`src/rtl/per_class_greedy_nms_top_assert.svh`:
```
// assertion macros for the per-class nms block
// used by per_class_greedy_nms_top, needs i_clk and i_rst_n in scope
`ifndef PER_CLASS_GREEDY_NMS_TOP_ASSERT_SVH
`define PER_CLASS_GREEDY_NMS_TOP_ASSERT_SVH

// same-cycle implication
`define PCNMS_ASSERT_NOW(lbl, ante, cons) \
    lbl: assert property (@(posedge i_clk) disable iff (!i_rst_n) (ante) |-> (cons)) \
        else $error("pcnms assertion failed");

// next-cycle implication
`define PCNMS_ASSERT_NEXT(lbl, ante, cons) \
    lbl: assert property (@(posedge i_clk) disable iff (!i_rst_n) (ante) |=> (cons)) \
        else $error("pcnms assertion failed");

`endif

```
`src/rtl/pcnms_pkg.sv`:
```
// shared types and constants for the per-class nms block
// no dependencies
package pcnms_pkg;

    localparam int MAX_CAND = 64;
    localparam int IDX_W    = $clog2(MAX_CAND);
    localparam int CNT_W    = $clog2(MAX_CAND + 1);

    localparam logic [1:0] REG_SCORE_THR = 2'd0;
    localparam logic [1:0] REG_IOU_THR   = 2'd1;
    localparam logic [1:0] REG_CLASS_LIM = 2'd2;
    localparam logic [1:0] REG_MAX_KEPT  = 2'd3;

    typedef struct packed {
        logic [15:0] score;
        logic [15:0] top;
        logic [15:0] left;
        logic [15:0] bottom;
        logic [15:0] right;
    } t_cand;

    typedef enum logic [2:0] {
        OP_HOLD,
        OP_INSERT,
        OP_SHIFT,
        OP_ROTATE,
        OP_CLEAR
    } t_cell_op;

    typedef struct packed {
        t_cell_op         op;
        logic [IDX_W-1:0] tail;
        t_cand            cand;
    } t_cell_ctl;

    typedef struct packed {
        logic [7:0]  out_class;
        logic [15:0] out_score;
        logic [15:0] out_top;
        logic [15:0] out_left;
        logic [15:0] out_height;
        logic [15:0] out_width;
        logic        run_last;
        logic        store_overflowed;
    } t_res;

    typedef enum logic [2:0] {
        ST_IDLE,
        ST_PICK,
        ST_ISSUE,
        ST_WAIT,
        ST_FLUSH
    } t_state;

endpackage

```
`src/rtl/pcnms_iou.sv`:
```
// pipelined iou overlap test of one candidate against the probe box
// depends on pcnms_pkg
module pcnms_iou (
    input  logic             i_clk,
    input  logic             i_rst_n,
    input  logic             i_load,
    input  logic             i_start,
    input  pcnms_pkg::t_cand i_cand,
    input  logic [15:0]      i_iou_thr,
    output logic             o_done,
    output logic             o_sup
);
    import pcnms_pkg::*;

    logic [15:0] r_pl, r_pt, r_pr, r_pb;
    logic [31:0] r_parea;
    logic [15:0] r_iw, r_ih, r_cw, r_ch;
    logic [31:0] r_inter2, r_carea;
    logic [31:0] r_inter3;
    logic [32:0] r_uni;
    logic [31:0] r_inter4;
    logic [31:0] r_plo;
    logic [32:0] r_phi;
    logic        r_sup;
    logic [4:0]  r_vld;

    logic [15:0] w_il, w_it, w_ir, w_ib;
    logic [48:0] w_lhs, w_rhs;

    assign w_il = (r_pl > i_cand.left)   ? r_pl : i_cand.left;
    assign w_it = (r_pt > i_cand.top)    ? r_pt : i_cand.top;
    assign w_ir = (r_pr < i_cand.right)  ? r_pr : i_cand.right;
    assign w_ib = (r_pb < i_cand.bottom) ? r_pb : i_cand.bottom;
    assign w_lhs = {1'b0, r_inter4, 16'd0};
    assign w_rhs = {r_phi, 16'd0} + {17'd0, r_plo};

    always_ff @(posedge i_clk) begin
        if (i_load) begin
            r_pl    <= i_cand.left;
            r_pt    <= i_cand.top;
            r_pr    <= i_cand.right;
            r_pb    <= i_cand.bottom;
            r_parea <= 32'(i_cand.right - i_cand.left) * 32'(i_cand.bottom - i_cand.top);
        end
        r_iw     <= (w_ir > w_il) ? w_ir - w_il : 16'd0;
        r_ih     <= (w_ib > w_it) ? w_ib - w_it : 16'd0;
        r_cw     <= i_cand.right - i_cand.left;
        r_ch     <= i_cand.bottom - i_cand.top;
        r_inter2 <= 32'(r_iw) * 32'(r_ih);
        r_carea  <= 32'(r_cw) * 32'(r_ch);
        r_inter3 <= r_inter2;
        r_uni    <= {1'b0, r_parea} + {1'b0, r_carea} - {1'b0, r_inter2};
        r_inter4 <= r_inter3;
        r_plo    <= 32'(i_iou_thr) * 32'(r_uni[15:0]);
        r_phi    <= 33'(i_iou_thr) * 33'(r_uni[32:16]);
        r_sup    <= w_lhs > w_rhs;
        if (!i_rst_n) begin
            r_vld <= '0;
        end else begin
            r_vld <= {r_vld[3:0], i_start};
        end
    end

    assign o_done = r_vld[4];
    assign o_sup  = r_sup;
endmodule

```
`config.mk`:
```
export PLATFORM = sky130hd
export DESIGN_NAME = pcnms_iou
export DESIGN_NICKNAME = d
export VERILOG_FILES = /design/src/rtl/per_class_greedy_nms_top_assert.svh /design/src/rtl/pcnms_pkg.sv /design/src/rtl/pcnms_iou.sv
export SDC_FILE = /design/constraint.sdc
export NUM_CORES = 2
export LEC_CHECK = 0
export BUFFER_PORTS_ARGS = -buffer_cell sky130_fd_sc_hd__buf_2
export CORE_MARGIN = 2
export CORE_UTILIZATION = 60
export CTS_CLUSTER_SIZE = 40
export DETAILED_ROUTE_END_ITERATION = 8
export HOLD_SLACK_MARGIN = 0.08
export PLACE_DENSITY = 0.87
export SYNTH_ARGS = -nofsm -noshare
export SYNTH_HDL_FRONTEND = slang
export SYNTH_SLANG_ARGS = --single-unit
export TNS_END_PERCENT = 30
```
`constraint.sdc`:
```
create_clock -name i_clk -period 27.2 [get_ports i_clk]
set_clock_uncertainty 0.15 [all_clocks]
set_input_delay 5.44 -clock i_clk [delete_from_list [all_inputs] [get_ports i_clk]]
set_output_delay 5.44 -clock i_clk [all_outputs]
set_load 0.005 [all_outputs]
```
Word-level counts from Yosys, hierarchy flattened
Cells that the tools add are included.

Add/sub/neg operators: 9. Multiply operators: 5. Magnitude comparators: 7. Muxes and demuxes: 4.

Operators by type and width (number): multiplier 16 x 16 -> 32 bit (3); > comparator 16 bit (4); two-way mux 16 bit (4); subtractor 16 bit (4); adder 49 x 32 -> 49 bit (1); > comparator 48 x 49 -> 1 bit (1); subtractor 16 x 16 -> 17 bit (2); adder 32 x 32 -> 33 bit (1); multiplier 16 x 17 -> 33 bit (1); subtractor 33 x 32 -> 33 bit (1); < comparator 16 bit (2); multiplier 17 x 17 -> 32 bit (1).

Register bits: 392. Bits of input ports: 100. Logic and storage cells: 43.

Longest topological paths before layout
Word-level depth: 3. Mapped depth: 36. Depth with buffers taken out: 35.

Least setup slack after synthesis
OpenSTA, ideal clock, no wires.

Path kind: input-to-reg. Start: in i_cand[0] (netlist bit). End: reg r_parea[29] (data pin). Setup time: 0.258 ns. Data arrival time: 12.774 ns. Slack: 14.019 ns. Stages on the path: 34. Cell sequence: inv_1 > ha_1 > inv_1 > fa_1 > a21o_1 > a21oi_1 > o21bai_1 > a31oi_1 > o211ai_1 > a21oi_1 > o21bai_1 > xnor2_1 > inv_1 > buf_2 > nand2_1 > fa_1 > fa_1 > fa_1 > inv_1 > fa_1 > fa_1 > inv_1 > fa_1 > inv_1 > ha_1 > a211oi_1 > o21ai_0 > a221oi_1 > nand2_1 > o21a_1 > a21o_1 > a31o_2 > a21oi_1 > xnor2_1.

Longest elaborated chain between the ends: 2.

Ends and longest elaborated chain: start, declared (line pcnms_iou.sv:8) `input pcnms_pkg::t_cand i_cand,`; subtractor 16 x 16 -> 17 bit (line pcnms_iou.sv:43) `r_parea <= 32'(i_cand.right - i_cand.left) * 32'(i_cand.bottom - i_cand.top);`; multiplier 17 x 17 -> 32 bit (line pcnms_iou.sv:43); end signal, assigned (line pcnms_iou.sv:43); end, declared (line pcnms_iou.sv:16) `logic [31:0] r_parea;`.

Every way passes these cells. A chain may end at the register's enable or synchronous reset.

Final worst setup path
Start: in i_cand[32] (netlist bit). End: reg r_parea[31] (data pin).

The elaborated chain is that of the path after synthesis.

==> summary.txt <==
Status
  – Outcome: complete, no violations

Clock tree
  – Setup bufs post-CTS: 0
  – Htree depth: 2
  – Cts hold-fix bufs: 0
  – CTS Root Cell: clkbuf_16
  – Sink Count: between 300 and 400
  – TritonCTS Buffers: 43
  – Clk slew on worst S/H paths: 0.06 ns
  – Worst-Skew Late Latency: ~0.61 ns
  – CTS Buffer Depth: 3
  – CTS tree: yes
  – Post_cts resized: 0

Floorplan
  – IO Pins: 102
  – Row count: 118
  – Die Span Y: 328.0 um
  – Initial Util: 60.68%
  – Core outline area: 103800 um2
  – Die X: ~330 um
  – DIE AREA: ~110000 um2

Worst setup path
  – CP most frequent cell: fa_1
  – CP max stage cell: xnor2_1
  – WS Path Type: in -> reg
  – CP required: 27.44 ns
  – Max FO, Critical Path: 13
  – CP arrival: about 15 ns
  – Max stage delay on crit path: about 0.73 ns
  – Critical Path Sink Type: flop
  – Worst setup SP type: input pin

Min path
  – Hold Path Class: reg -> reg

Cells and area
  – Nets: approximately 8800
  – Diode count: 0
  – Layout fillers: 7725
  – Most frequent cells in the layout: inv_1 (1503), fa_1 (1109), nand2_1 (908), ha_1 (707), and2_1 (458)
  – Reg area: 8808 um2
  – Area occupied by multi-input gates: around 48000 um2
  – Commonest non-fill, non-tap cell in the layout: inv_1
  – Synthesis-to-finish area growth: 4.973%
  – Share of cells above drive strength 1: 3.636%

Place
  – RePlAce Congestion: 0.9603
  – PortBufs: 85
  – Hpwl dp: 122400 um

Synth
  – Distinct cells, synth: 76
  – Post-Syn Nets: around 8800
  – Warnings from Yosys: 0
  – Avg Inst Size Synth: a little over 9 um2
  – Mapped cell area: 62980 um2
  – Synth Register Bits: 392
  – Gate count of the mapped netlist: 6902
  – Sequential area share after synthesis: 13.99%
  – Post-synth ARST share: 0%
  – Main synth FF type: dfxtp_1
  – EDFF count, synth: 96

Detailed routing
  – DR WL/cell: 18.86 um
  – DRC viols: 0
  – Initial DRC count: around 4200
  – Via count: 47910
  – Post-Route WL: 156200 um
  – DR pass1 iterations: 6
  – Routed Antenna Nets: 0
  – Via density: slightly below 6

GRT
  – First-pass GRT wire length: 260100 um
  – Grt ovf: 0
  – Vias in the first global route: 52390
  – Initial antenna violation count: 4
  – Pin count of the biggest net entering global routing: 54
  – Tot GR Track Use: 30.00%

STA
  – Fin. max-slew vios: 0
  – Final Hold Fails: 0
  – Final setup TNS: 0 ns
  – Slew HR: 29.79%
  – Worst Max-Slew Pin Slew: 1.046 ns
  – RSZ-0062 raised after global routing: false
  – Final critical-path required period: around 15 ns
  – Crit share post-route: between 50% and 60%
  – Setup violations, final: 0
  – Max Clk Rate: approximately 0.069 GHz

Flow run
  – Max-capacitance violation count: 0
-- critical path: cells and delay by family --
family,cells,cell delay (ns)
compound gates,11,2.75
xor+xnor,4,1.36
fa+ha+maj,9,3.91
buf+inv,6,0.96
simple gates,2,0.34
-- kinds of logic after synthesis --
kind of cell	Yosys count	synth area share, %
simple gates	1980	14.88
flops	392	13.99
compound gates	697	7.214
fa+ha+maj	1816	49.30
buf+inv	1711	10.21
mux	58	0.9596
xor+xnor	248	3.449
-- routing by layer --
layer	GRT usage [%]	vias to the layer above	wire, um	share of wire, %
li1	-	21220	-	-
met4	13.43	8	7961	5.1
met1	37.14	23710	58910	38
met2	51.45	2422	75850	49
met5	0	-	55	0.035
met3	5.145	558	13420	8.6
-- through the flow --
step / utilization [%] / area [um2] / setup WS [ns] / hold WS [ns] / std cells
after floorplan: - / 62980 / 14.02 / 0.1596 / 6902
after global placement: 62.32 / 64690 / 12.51 / 0.1616 / 8204
after detailed placement: 62.32 / 64690 / 12.43 / 0.1621 / 8204
after CTS: 63.69 / 66110 / 13.03 / 0.1771 / 8283
after global routing: 63.69 / 66110 / 12.40 / 0.1808 / 8283
final: 63.69 / 66110 / 12.65 / 0.1759 / 8283
-- area by class of cell --
class | instances | share of cell area [%]
Multi-Input combinational cell | 4799 | 72.23
Timing Repair Buffer | 129 | 1.147
Clock buffer | 60 | 1.862
Inverter | 1504 | 8.539
Sequential cell | 392 | 13.32
Clock inverter | 19 | 0.2877
Tap cell | 1380 | 2.612
-- state kept, by name, summed over array words and instances, names as in the netlist, 32 cells and up --
signal    cells
r_carea      32
r_inter2     32
r_inter3     32
r_inter4     32
r_parea      32
r_phi        33
r_plo        32
r_uni        33
-- cells in the mapped netlist, drive strengths merged, types with 7 or more instances --
library cell	count	area share, %
ha	707	14
xor2	72	1.0
edfxtp	96	4.6
buf	9	0.066
a21boi	10	0.12
nand3	83	0.66
nand2b	36	0.36
and4	7	0.097
nor4	17	0.17
o211ai	14	0.17
or2	8	0.079
o31ai	16	0.20
mux2i	39	0.62
and3	22	0.22
mux2	19	0.34
a31o	10	0.14
nor3	65	0.52
o21a	43	0.51
dfxtp	296	9.4
a21oi	202	1.6
nor3b	23	0.27
o21bai	34	0.41
a2111oi	7	0.097
a221oi	8	0.12
nand4	44	0.44
a31oi	24	0.26
xnor2	176	2.4
a21o	113	1.3
a211o	8	0.11
and2	458	4.5
clkbuf	198	1.2
inv	1503	9.0
nor2	251	1.5
nand2	908	5.4
fa	1109	35
or3	11	0.11
nor2b	36	0.36
a211oi	20	0.25
o21ai	135	1.1
a222oi	15	0.24
-- worst paths after layout --
path / startpoint / to / slack [ns] / cells after the start
max: i_cand[32] / r_parea[31]$_DFFE_PP_ / 12.65 / 32
min: r_inter3[1]$_DFF_P_ / r_inter4[1]$_DFF_P_ / 0.18 / 0
max reg2reg: r_iw[10]$_SDFF_PP0_ / r_inter2[25]$_DFF_P_ / 19.81 / 22
min reg2reg: r_inter3[1]$_DFF_P_ / r_inter4[1]$_DFF_P_ / 0.18 / 0
Power is not shown: default switching activity piles up to over one toggle a cycle in this logic, so the estimate is an artifact.
